`config.mk`:
```
export PLATFORM = sky130hd
export DESIGN_NAME = color_bar_test_pattern_flat
export DESIGN_NICKNAME = d
export VERILOG_FILES = /design/src/hdl/cbtp_pkg.sv /design/src/hdl/cbtp_if.sv /design/src/hdl/color_bar_test_pattern.sv /design/src/flat_wrapper.sv
export SDC_FILE = /design/constraint.sdc
export NUM_CORES = 1
export LEC_CHECK = 0
export ABC_AREA = 1
export ABC_CLOCK_PERIOD_IN_PS = 30700
export CORE_MARGIN = 2
export CORE_UTILIZATION = 55
export DETAILED_ROUTE_END_ITERATION = 8
export DONT_BUFFER_PORTS = 1
export GPL_ROUTABILITY_DRIVEN = 0
export PLACE_DENSITY = 0.7
export SLEW_MARGIN = 15
export SYNTH_ARGS = -nofsm -noshare
export SYNTH_HDL_FRONTEND = slang
export SYNTH_SLANG_ARGS = --single-unit
```
`constraint.sdc`:
```
create_clock -name i_clk -period 30.7 [get_ports i_clk]
set_clock_uncertainty 0.1 [all_clocks]
set_input_delay 3.07 -clock i_clk [delete_from_list [all_inputs] [get_ports i_clk]]
set_output_delay 3.07 -clock i_clk [all_outputs]
set_load 0.01 [all_outputs]
```
`src/hdl/cbtp_pkg.sv`:
```
// Shared types, constants and helper functions of the color bar test pattern block.
package cbtp_pkg;

    localparam int DEF_MAX_WIDTH  = 2048;
    localparam int DEF_MAX_HEIGHT = 2048;

    localparam int CFG_W   = 12;
    localparam int COORD_W = 11;
    localparam int FRAME_W = 32;
    localparam int COLOR_W = 16;
    localparam int STAT_W  = 2;
    localparam int ADDR_W  = 3;
    localparam int DATA_W  = 32;

    // Only the low 28 bits of the frame number survive the wrapped multiply by 16.
    localparam int FR_W      = 28;
    // Remainder of the motion phase, below twice the travel in 16-pixel units.
    localparam int REM_W     = 9;
    localparam int MOD_STAGES = 4;
    localparam int MOD_STEPS  = FR_W / MOD_STAGES;
    localparam int STAGES     = MOD_STAGES + 2;

    localparam logic [CFG_W-1:0] SQ_SIZE    = 12'd40;
    localparam logic [CFG_W-1:0] BAND_ROWS  = 12'd16;
    localparam logic [CFG_W-1:0] MIN_HEIGHT = 12'd56;
    localparam logic [CFG_W-1:0] RST_WIDTH  = 12'd640;
    localparam logic [CFG_W-1:0] RST_HEIGHT = 12'd360;

    localparam logic [COLOR_W-1:0] COLOR_WHITE = 16'hFFFF;
    localparam logic [COLOR_W-1:0] COLOR_BLACK = 16'h0000;

    localparam logic [STAT_W-1:0] ST_OK    = 2'd0;
    localparam logic [STAT_W-1:0] ST_GEOM  = 2'd1;
    localparam logic [STAT_W-1:0] ST_RANGE = 2'd2;

    localparam logic REG_WIDTH  = 1'b0;
    localparam logic REG_HEIGHT = 1'b1;

    typedef struct packed {
        logic [COORD_W-1:0] x;
        logic [COORD_W-1:0] y;
        logic [FR_W-1:0]    fr;
        logic [4:0]         grey;
        logic [REM_W-1:0]   rem;
        logic [STAT_W-1:0]  status;
        logic [2:0]         bar;
        logic               band;
        logic               vert;
        logic [COLOR_W-1:0] color;
    } t_pix;

    function automatic logic [COLOR_W-1:0] bar_color(input logic [2:0] idx);
        logic [COLOR_W-1:0] c;
        case (idx)
            3'd0:    c = 16'hFFFF;
            3'd1:    c = 16'hFFE0;
            3'd2:    c = 16'h07FF;
            3'd3:    c = 16'h07E0;
            3'd4:    c = 16'hF81F;
            3'd5:    c = 16'hF800;
            3'd6:    c = 16'h001F;
            default: c = 16'h0000;
        endcase
        return c;
    endfunction

    // One restoring step of the remainder: shift in a bit, subtract the divisor if it fits.
    function automatic logic [REM_W-1:0] mod_step(input logic [REM_W-1:0] r, input logic b,
                                                  input logic [REM_W-1:0] d);
        logic [REM_W:0] t;
        t = {r, b};
        if (t >= {1'b0, d}) begin
            t = t - {1'b0, d};
        end
        return t[REM_W-1:0];
    endfunction

endpackage

```
`src/hdl/cbtp_if.sv`:
```
// Valid/ready stream interfaces for pixel requests and pixel results.
interface cbtp_in_if;
    import cbtp_pkg::*;
    logic               valid;
    logic               ready;
    logic [COORD_W-1:0] pixel_x;
    logic [COORD_W-1:0] pixel_y;
    logic [FRAME_W-1:0] frame_number;
    modport source (output valid, pixel_x, pixel_y, frame_number, input ready);
    modport sink   (input valid, pixel_x, pixel_y, frame_number, output ready);
endinterface

interface cbtp_out_if;
    import cbtp_pkg::*;
    logic               valid;
    logic               ready;
    logic [COLOR_W-1:0] pixel_color;
    logic [STAT_W-1:0]  status;
    modport source (output valid, pixel_color, status, input ready);
    modport sink   (input valid, pixel_color, status, output ready);
endinterface

```
`src/hdl/color_bar_test_pattern.sv`:
```
// Top level of the color bar test pattern generator: pixel pipeline and APB registers.
// Takes one pixel request per clock when not stalled and returns its RGB565 color in a
// six-stage pipeline: an input register, four stages that each resolve seven bits of the
// square's motion phase (frame number modulo twice the travel, computed one bit per step),
// and a final stage that places the square and selects the color. Each stage stalls only
// when the stage after it is full and not moving, so bubbles are squeezed out under
// back-pressure. Write frame_width and frame_height only while no transaction is in flight.
module color_bar_test_pattern #(
    parameter int MAX_WIDTH  = cbtp_pkg::DEF_MAX_WIDTH,
    parameter int MAX_HEIGHT = cbtp_pkg::DEF_MAX_HEIGHT
) (
    input  logic                          i_clk,
    input  logic                          i_rst_n,
    cbtp_in_if.sink                       i_pix,
    cbtp_out_if.source                    o_pix,
    input  logic                          psel,
    input  logic                          penable,
    input  logic                          pwrite,
    input  logic [cbtp_pkg::ADDR_W-1:0]   paddr,
    input  logic [cbtp_pkg::DATA_W-1:0]   pwdata,
    output logic [cbtp_pkg::DATA_W-1:0]   prdata,
    output logic                          pready
);
    import cbtp_pkg::*;

    logic [CFG_W-1:0] r_width;
    logic [CFG_W-1:0] r_height;

    t_pix        r_stg [STAGES];
    t_pix        n_stg [STAGES];
    logic        r_vld [STAGES];
    logic        w_adv [STAGES];

    logic [7:0]       w_m;
    logic [REM_W-1:0] w_div;
    logic             w_geom_bad;
    logic [CFG_W-1:0] w_sy;
    logic [8:0]       w_bw;

    // ---------------- Configuration registers ----------------
    assign pready = 1'b1;
    assign prdata = (paddr[2] == REG_HEIGHT) ? DATA_W'(r_height) : DATA_W'(r_width);

    always_ff @(posedge i_clk) begin
        if (!i_rst_n) begin
            r_width  <= RST_WIDTH;
            r_height <= RST_HEIGHT;
        end else if (psel && penable && pwrite && pready) begin
            if (paddr[2] == REG_WIDTH) begin
                r_width <= pwdata[CFG_W-1:0];
            end else begin
                r_height <= pwdata[CFG_W-1:0];
            end
        end
    end

    // ---------------- Values derived from the static geometry ----------------
    always_comb begin
        logic [CFG_W-1:0] wm40;
        wm40 = r_width - SQ_SIZE;
        // Travel in 16-pixel units; zero when the frame is too narrow to move the square.
        w_m   = (r_width >= SQ_SIZE + BAND_ROWS) ? wm40[CFG_W-1:4] : 8'd0;
        w_div = {w_m, 1'b0};
        w_geom_bad = (r_width == '0) || (r_width[2:0] != 3'd0) ||
                     (32'(r_width) > 32'(MAX_WIDTH)) || (r_height < MIN_HEIGHT) ||
                     (32'(r_height) > 32'(MAX_HEIGHT));
        w_sy = (r_height - MIN_HEIGHT) >> 1;
        w_bw = r_width[CFG_W-1:3];
    end

    // ---------------- Stage flow control ----------------
    always_comb begin
        w_adv[STAGES-1] = !r_vld[STAGES-1] || o_pix.ready;
        for (int k = STAGES - 2; k >= 0; k--) begin
            w_adv[k] = !r_vld[k] || w_adv[k+1];
        end
    end

    assign i_pix.ready = w_adv[0];

    // ---------------- Stage data ----------------
    always_comb begin
        t_pix              s;
        logic [REM_W-1:0]  r;
        logic [2:0]        cnt;
        logic [CFG_W-1:0]  thr;
        logic [REM_W-1:0]  units;
        logic [CFG_W:0]    sx;
        logic              in_h;

        // Input capture.
        s        = r_stg[0];
        s.x      = i_pix.pixel_x;
        s.y      = i_pix.pixel_y;
        s.fr     = i_pix.frame_number[FR_W-1:0];
        s.grey   = i_pix.frame_number[4:0];
        s.rem    = '0;
        s.status = ST_OK;
        s.bar    = '0;
        s.band   = 1'b0;
        s.vert   = 1'b0;
        s.color  = COLOR_BLACK;
        n_stg[0] = s;

        // Remainder stages; the first one also classifies the pixel.
        for (int k = 1; k <= MOD_STAGES; k++) begin
            s = r_stg[k-1];
            if (k == 1) begin
                if (w_geom_bad) begin
                    s.status = ST_GEOM;
                end else if (({1'b0, s.x} >= r_width) || ({1'b0, s.y} >= r_height)) begin
                    s.status = ST_RANGE;
                end else begin
                    s.status = ST_OK;
                end
                s.band = {1'b0, s.y} >= (r_height - BAND_ROWS);
                s.vert = ({1'b0, s.y} >= w_sy) && ({1'b0, s.y} < (w_sy + SQ_SIZE));
                // Bar index is the number of bar boundaries at or left of the pixel.
                cnt = '0;
                for (int b = 1; b < 8; b++) begin
                    thr = CFG_W'(b) * {3'b000, w_bw};
                    cnt = cnt + 3'({1'b0, s.x} >= thr);
                end
                s.bar = cnt;
                r = '0;
            end else begin
                r = s.rem;
            end
            for (int j = 0; j < MOD_STEPS; j++) begin
                r = mod_step(r, s.fr[FR_W - MOD_STEPS * k + MOD_STEPS - 1 - j], w_div);
            end
            s.rem    = r;
            n_stg[k] = s;
        end

        // Final stage: fold the phase into a triangle wave and pick the color.
        s = r_stg[STAGES-2];
        if (w_m == 8'd0) begin
            units = '0;
        end else if (s.rem < {1'b0, w_m}) begin
            units = s.rem;
        end else begin
            units = w_div - s.rem;
        end
        sx   = {units, 4'b0000};
        in_h = ({2'b00, s.x} >= sx) && ({2'b00, s.x} < (sx + {1'b0, SQ_SIZE}));
        if (s.status != ST_OK) begin
            s.color = COLOR_BLACK;
        end else if (s.band) begin
            s.color = {s.grey, s.grey, 1'b0, s.grey};
        end else if (s.vert && in_h) begin
            s.color = COLOR_WHITE;
        end else begin
            s.color = bar_color(s.bar);
        end
        n_stg[STAGES-1] = s;
    end

    always_ff @(posedge i_clk) begin
        if (!i_rst_n) begin
            for (int k = 0; k < STAGES; k++) begin
                r_vld[k] <= 1'b0;
            end
        end else begin
            if (w_adv[0]) begin
                r_vld[0] <= i_pix.valid;
            end
            for (int k = 1; k < STAGES; k++) begin
                if (w_adv[k]) begin
                    r_vld[k] <= r_vld[k-1];
                end
            end
        end
    end

    always_ff @(posedge i_clk) begin
        for (int k = 0; k < STAGES; k++) begin
            if (w_adv[k]) begin
                r_stg[k] <= n_stg[k];
            end
        end
    end

    assign o_pix.valid       = r_vld[STAGES-1];
    assign o_pix.pixel_color = r_stg[STAGES-1].color;
    assign o_pix.status      = r_stg[STAGES-1].status;

    // ---------------- Assertions ----------------
    a_err_black: assert property (@(posedge i_clk) disable iff (!i_rst_n)
        (o_pix.valid && (o_pix.status != ST_OK)) |-> (o_pix.pixel_color == COLOR_BLACK))
        else $error("error status with a nonzero pixel color");

    a_status_code: assert property (@(posedge i_clk) disable iff (!i_rst_n)
        o_pix.valid |-> ((o_pix.status == ST_OK) || (o_pix.status == ST_GEOM) ||
                         (o_pix.status == ST_RANGE)))
        else $error("undefined status code on the output");

    a_capture: assert property (@(posedge i_clk) disable iff (!i_rst_n)
        (i_pix.valid && i_pix.ready) |=> r_vld[0])
        else $error("accepted transaction did not enter the pipeline");

    a_geom_first: assert property (@(posedge i_clk) disable iff (!i_rst_n)
        (r_vld[0] && w_adv[1] && w_geom_bad) |=> (r_stg[1].status == ST_GEOM))
        else $error("bad geometry not flagged ahead of the range check");

endmodule

```
`src/flat_wrapper.sv`:
```
// flat-port wrapper written by rule: the top's interface ports become plain ports
module color_bar_test_pattern_flat import cbtp_pkg::*;
#(
    parameter int MAX_WIDTH  = cbtp_pkg::DEF_MAX_WIDTH,
    parameter int MAX_HEIGHT = cbtp_pkg::DEF_MAX_HEIGHT
)
  (i_clk, i_rst_n, psel, penable, pwrite, paddr, pwdata, prdata, pready, i_pix_valid, i_pix_pixel_x, i_pix_pixel_y, i_pix_frame_number, i_pix_ready, o_pix_valid, o_pix_pixel_color, o_pix_status, o_pix_ready);
  cbtp_in_if i_pix_i ();
  cbtp_out_if o_pix_i ();
  input  logic i_clk;
  input  logic i_rst_n;
  input  logic psel;
  input  logic penable;
  input  logic pwrite;
  input  logic [cbtp_pkg::ADDR_W-1:0] paddr;
  input  logic [cbtp_pkg::DATA_W-1:0] pwdata;
  output logic [cbtp_pkg::DATA_W-1:0] prdata;
  output logic pready;
  input wire logic [$bits(i_pix_i.valid)-1:0] i_pix_valid;
  input wire logic [$bits(i_pix_i.pixel_x)-1:0] i_pix_pixel_x;
  input wire logic [$bits(i_pix_i.pixel_y)-1:0] i_pix_pixel_y;
  input wire logic [$bits(i_pix_i.frame_number)-1:0] i_pix_frame_number;
  output wire logic [$bits(i_pix_i.ready)-1:0] i_pix_ready;
  output wire logic [$bits(o_pix_i.valid)-1:0] o_pix_valid;
  output wire logic [$bits(o_pix_i.pixel_color)-1:0] o_pix_pixel_color;
  output wire logic [$bits(o_pix_i.status)-1:0] o_pix_status;
  input wire logic [$bits(o_pix_i.ready)-1:0] o_pix_ready;
  assign i_pix_i.valid = i_pix_valid;
  assign i_pix_i.pixel_x = i_pix_pixel_x;
  assign i_pix_i.pixel_y = i_pix_pixel_y;
  assign i_pix_i.frame_number = i_pix_frame_number;
  assign i_pix_ready = i_pix_i.ready;
  assign o_pix_valid = o_pix_i.valid;
  assign o_pix_pixel_color = o_pix_i.pixel_color;
  assign o_pix_status = o_pix_i.status;
  assign o_pix_i.ready = o_pix_ready;
  color_bar_test_pattern #(.MAX_WIDTH(MAX_WIDTH), .MAX_HEIGHT(MAX_HEIGHT)) u_core (.i_clk(i_clk), .i_rst_n(i_rst_n), .i_pix(i_pix_i), .o_pix(o_pix_i), .psel(psel), .penable(penable), .pwrite(pwrite), .paddr(paddr), .pwdata(pwdata), .prdata(prdata), .pready(pready));
endmodule
```
== Yosys cells after proc, flatten, opt, wreduce, memory -nomap -nowiden ==
Memories as Yosys holds them, arrays and structs flattened.
Cells that the tools add are included.

* Memories kept: 2
* Register bits after elaboration: 24
* Memory bits (read-only): 0
* Bits in writable memories: 528
* Bits in latches: 0

{| class="wikitable"
|+ Memory list
! name !! depth !! bits a word !! rd ports !! clocked after Yosys merged registers in !! wr ports !! line !! RTL
|-
| u_core.r_stg || 6 || 87 || 6 || 0 || 6 || color_bar_test_pattern.sv:29 || <nowiki>t_pix r_stg [STAGES];</nowiki>
|-
| u_core.r_vld || 6 || 1 || 6 || 0 || 6 || color_bar_test_pattern.sv:31 || <nowiki>logic r_vld [STAGES];</nowiki>
|}

* Shifts and indexed selects: 0
* Divide/modulo/power cells: 0
* Reduce and logical (&&, ||, !) cells: 29
* Muxes and demuxes: 69
* $mul: 4
* $lt $le $gt $ge: 47
* Equal/unequal tests: 6
* Add/subtract/negate cells: 40
* Bitwise gates (word level): 7

{| class="wikitable"
|+ Operator list
! cell !! number
|-
| >= comparator 10 x 9 -> 1 bit || 27
|-
| two-way mux 9 bit || 30
|-
| subtractor 9 bit || 28
|-
| one-hot mux 16 bit (7 select lines) || 1
|-
| >= comparator 11 x 12 -> 1 bit || 6
|-
| two-way mux 16 bit || 3
|-
| >= comparator 11 bit || 3
|-
| two-way mux 1 bit || 31
|-
| greater-than comparator 12 bit, second input constant || 2
|-
| multiplier 3 x 9 -> 12 bit, first input constant || 2
|-
| subtractor 12 x 6 -> 12 bit, second input constant || 2
|-
| multiplier 2 x 9 -> 11 bit, first input constant || 2
|-
| adder 3 x 1 -> 3 bit || 5
|-
| adder 13 x 6 -> 13 bit, second input constant || 1
|-
| >= comparator 11 x 13 -> 1 bit || 1
|-
| less-than comparator 11 x 13 -> 1 bit || 1
|-
| adder 11 x 6 -> 12 bit, second input constant || 1
|-
| >= comparator 12 x 6 -> 1 bit, second input constant || 1
|-
| logical NOT 12 bit || 1
|-
| less-than comparator 11 x 12 -> 1 bit || 1
|-
| less-than comparator 12 x 6 -> 1 bit, second input constant || 1
|-
| two-way mux 12 bit || 1
|-
| subtractor 12 x 5 -> 12 bit, second input constant || 1
|-
| >= comparator 11 x 10 -> 1 bit || 1
|-
| other kinds (20) || 49
|}

== Depth between registers and ports, before layout ==
* Depth after elaboration: 16
* Gate-level depth with buffers: 83
* Depth with buffers taken out: 82

== Worst setup path after synthesis ==
No wires, ideal clock.

* Kind: reg2reg
* From: register u_core.r_width[6]
* To: memory u_core.r_stg[3][25] (netlist name), data pin
* Cell stages (with the launch flop): 81
* Arrival: 13,351 ps
* Setup time: 130 ps
* Slack: 17,119 ps
* Period minus slack after synthesis: 13,581 ps
* Data required time: 30,470 ps
* Cells stage by stage: dfxtp_1 inv_1 ha_1 inv_1 nand2_1 nand2_1 nand2_1 nand3_4 nand2_1 ha_1 nand2_1 nor2_1 nor3_2 o21ai_1 nand2_1 nand2_2 buf_4 o21ai_0 [45 not listed] o211ai_1 nand2_1 o211ai_1 inv_1 nand3_4 nand2_1 nand2_1 ha_1 a21oi_1 nand2_1 nand2_1 o211ai_1 nand2_1 and3_1 inv_1 a21oi_2 nand3_1 nand2_1

{| class="wikitable"
|+ RTL lines
! element !! line !! RTL
|-
| start: declaration || color_bar_test_pattern.sv:26 || <nowiki>logic [CFG_W-1:0] r_width;</nowiki>
|-
| start signal: assignment || color_bar_test_pattern.sv:50 || <nowiki>r_width <= pwdata[CFG_W-1:0];</nowiki>
|-
| end: declaration || color_bar_test_pattern.sv:29 ||
|}

==> flow_metrics.env <==
export IMPL_die_h_um=219
export IMPL_post_route_drc_count=0
export IMPL_ys_seq_area_share_pct=28.7
export IMPL_die_x_um=219
export IMPL_synth_avg_cell_area_um2=8.26
export IMPL_grt_pass1_wl_mm=102
export IMPL_io_pins=149
export IMPL_outcome="completed"
export IMPL_synthDistinctLibCells=58
export IMPL_path_common_cell="nand2_1"
export IMPL_viasPerCell=5.66
export IMPL_grt_pass1_vias=20729
export IMPL_slew_limit_headroom_pct=28.0
export IMPL_nets=3652
export IMPL_multi_input_area_mm2=0.0165
export IMPL_critical_path_arrival_ns=16.13
export IMPL_root_buffer="clkbuf_16"
export IMPL_place_ws_ns=15.36
export IMPL_ys_ff_latch=252
export IMPL_drtPass1Iterations=5
export IMPL_coreArea_mm2=0.0455
export IMPL_ant_nets=0
export IMPL_cp_data_required_time_ns=31.06
export IMPL_cts_resized=0
export IMPL_finalWorstSetupSlack_ns=14.94
export IMPL_max_freq_mhz=63.4
export IMPL_tritoncts="done"
export IMPL_num_vias=21069
export IMPL_synthCells=3070
export IMPL_cts_hold_buf=0
export IMPL_rsz0062_at_grt="no"
export IMPL_report_final_slew_viol_count=0
export IMPL_postPlaceCellArea_mm2=0.0261
export IMPL_grt_usage_pct=26.5
export IMPL_finalCritPeriodShare_pct=51.3
export IMPL_critPathTopFamily="compound AO/OA/AOI/OAI gates"
export IMPL_cp_max_fo=27
export IMPL_grt_remaining_overflow=0
export IMPL_clkLatencyLatePin_ns=0.59
export IMPL_worst_slew_pin_slew_ns=1.08
export IMPL_startpoint_type="flop"
export IMPL_yosysWarnings=0
export IMPL_drt_iter0_drc=1372
export IMPL_setup_tns_ns=0
export IMPL_finalCriticalPeriod_ns=15.76
export IMPL_crit_type="reg2reg"
export IMPL_routed_wl_mm=62.6
export IMPL_start_util_pct=55.7
export IMPL_clk_pin_slew_ns=0.06
export IMPL_critPathCaptureType="flop"
export IMPL_hold_viol=0
export IMPL_row_count=78
export IMPL_portBuffers=0
export IMPL_hold_path_class="reg2reg"
export IMPL_cts_setup_buffers=0
export IMPL_wl_per_cell_um=16.8
export IMPL_antenna_found_initial=2
export IMPL_regArea_mm2=0.00728
export IMPL_synth_edf_count=223
export IMPL_cap_violations=0
export IMPL_dp_hpwl_mm=47.2
export IMPL_async_flop_share_pct=0
export IMPL_cts_inserted_buffers=30
export IMPL_antenna_cells=0
export IMPL_die_area_mm2=0.0478
export IMPL_n_fill_cell=3996
export IMPL_crit_slowest_cell="a21oi_1"
export IMPL_cts_sinks=252
export IMPL_whs_ns=0.311
export IMPL_htreeDepth=1
export IMPL_worst_path_buf_inv=5
export IMPL_syn_to_final_growth_pct=6.95
export IMPL_setup_violations_final=0
export IMPL_cts_path_max_buffers=3
export IMPL_drive_gt1_share_pct=5.86
export IMPL_final_cell_area_mm2=0.0271
export IMPL_grt_max_degree=53
export IMPL_synth_main_ff_cell="edfxtp_1"
export IMPL_synth_area_mm2=0.0253
export IMPL_slowest_delay_ns=0.79
area by class of cell:
cell class / instances / area share (%)
clock buffer: 33 / 2.85
clock inverter: 21 / 0.965
inverter: 375 / 5.19
multi-input combinational: 2425 / 60.9
sequential: 252 / 26.8
tap: 600 / 2.77
timing repair buffer: 17 / 0.471
worst register-to-register path: cells and delay by family, from the launching register on:
kind | cells | cell delay (ns)
AO/OA/AOI/OAI | 25 | 5.72
adder cells (fa/ha/maj) | 8 | 2.70
buffers and inverters | 5 | 1.23
flip-flops | 1 | 0.62
AND/OR/NAND/NOR | 37 | 5.26
per-layer routing:
layer | routed length (um) | part of all wire [%] | track usage, % | up-vias
met5 | 27 | 0.043 | 0 | -
met1 | 26700 | 43 | 33.4 | 9766
li1 | - | - | - | 10551
met4 | 1920 | 3.1 | 8.76 | 4
met3 | 3650 | 5.8 | 3.95 | 133
met2 | 30300 | 48 | 46.3 | 615
synth_stat cells (20+ instances only):
library cell | instances | area, um^2
fa_1 | 42 | 841
ha_1 | 413 | 5170
nand4_1 | 31 | 194
inv_1 | 371 | 1390
buf_4 | 24 | 180
o211ai_1 | 27 | 203
o21ai_0 | 140 | 701
xnor2_1 | 72 | 631
nor2_1 | 107 | 402
a21o_1 | 26 | 195
xor2_1 | 133 | 1160
nand2_2 | 26 | 163
a21oi_1 | 250 | 1250
nor3_1 | 36 | 180
edfxtp_1 | 223 | 6700
nand3_1 | 194 | 971
dfxtp_1 | 29 | 581
nand2_1 | 733 | 2750
nand3_2 | 20 | 200
state kept, by name, summed over array words and instances (netlist names):
register and cells:
u_core.r_stg 222, u_core.r_height 12, u_core.r_width 12, u_core.r_vld 6
kinds of logic after synthesis:
kind of cell               Yosys count  synth area share [%]
AOI/OAI and AO/OA                  539                  12.4
xor gates and xnor gates           205                  7.08
adders and majority gates          455                  23.7
buffers and inverters              412                  6.47
DFF                                252                  28.7
other                                2                0.0296
and+or+nand+nor                   1205                  21.6
cell usage in the layout (no fill, tap or decap), types with 7 or more instances in the layout:
master,count
a21o_1,26
nand3_1,194
conb_1,21
a31oi_1,13
nand2_1,731
o211ai_1,27
o21ai_1,8
o21a_1,9
a21oi_4,7
inv_1,369
nand2_4,9
dfxtp_1,29
o21ai_0,140
clkbuf_16,30
o21bai_1,17
edfxtp_1,223
xnor2_1,72
nand4_1,31
ha_1,413
nor2_1,107
nand3_4,16
a31o_2,8
nand3_2,20
xor2_1,133
buf_4,17
nor3_1,36
nand2_2,27
nor4_1,7
fa_1,42
a21oi_1,250
per-stage QoR:
step | instances | utilization, %
2_1_floorplan | 3089 | -
3_3_place_gp | 3669 | 57.3
5_1_grt | 3723 | 59.6
4_1_cts | 3723 | 59.6
3_5_place_dp | 3669 | 57.3
6_report | 3723 | 59.6
worst paths after layout:
check	from	endpoint	slack, ns	cells past startpoint
worst max-delay path	u_core.r_width[6]$_SDFFE_PN0P_	u_core.r_stg[2][28]$_DFFE_PP_	14.94	75
worst min-delay path	u_core.r_stg[2][18]$_DFFE_PP_	u_core.r_stg[3][18]$_DFFE_PP_	0.31	0
worst max register to register	u_core.r_width[6]$_SDFFE_PN0P_	u_core.r_stg[2][28]$_DFFE_PP_	14.94	75
worst min register to register	u_core.r_stg[2][18]$_DFFE_PP_	u_core.r_stg[3][18]$_DFFE_PP_	0.31	0
Power is left out: the tool's default activity adds up to more than one toggle a clock period on the data nets, which glitch-free logic cannot reach.
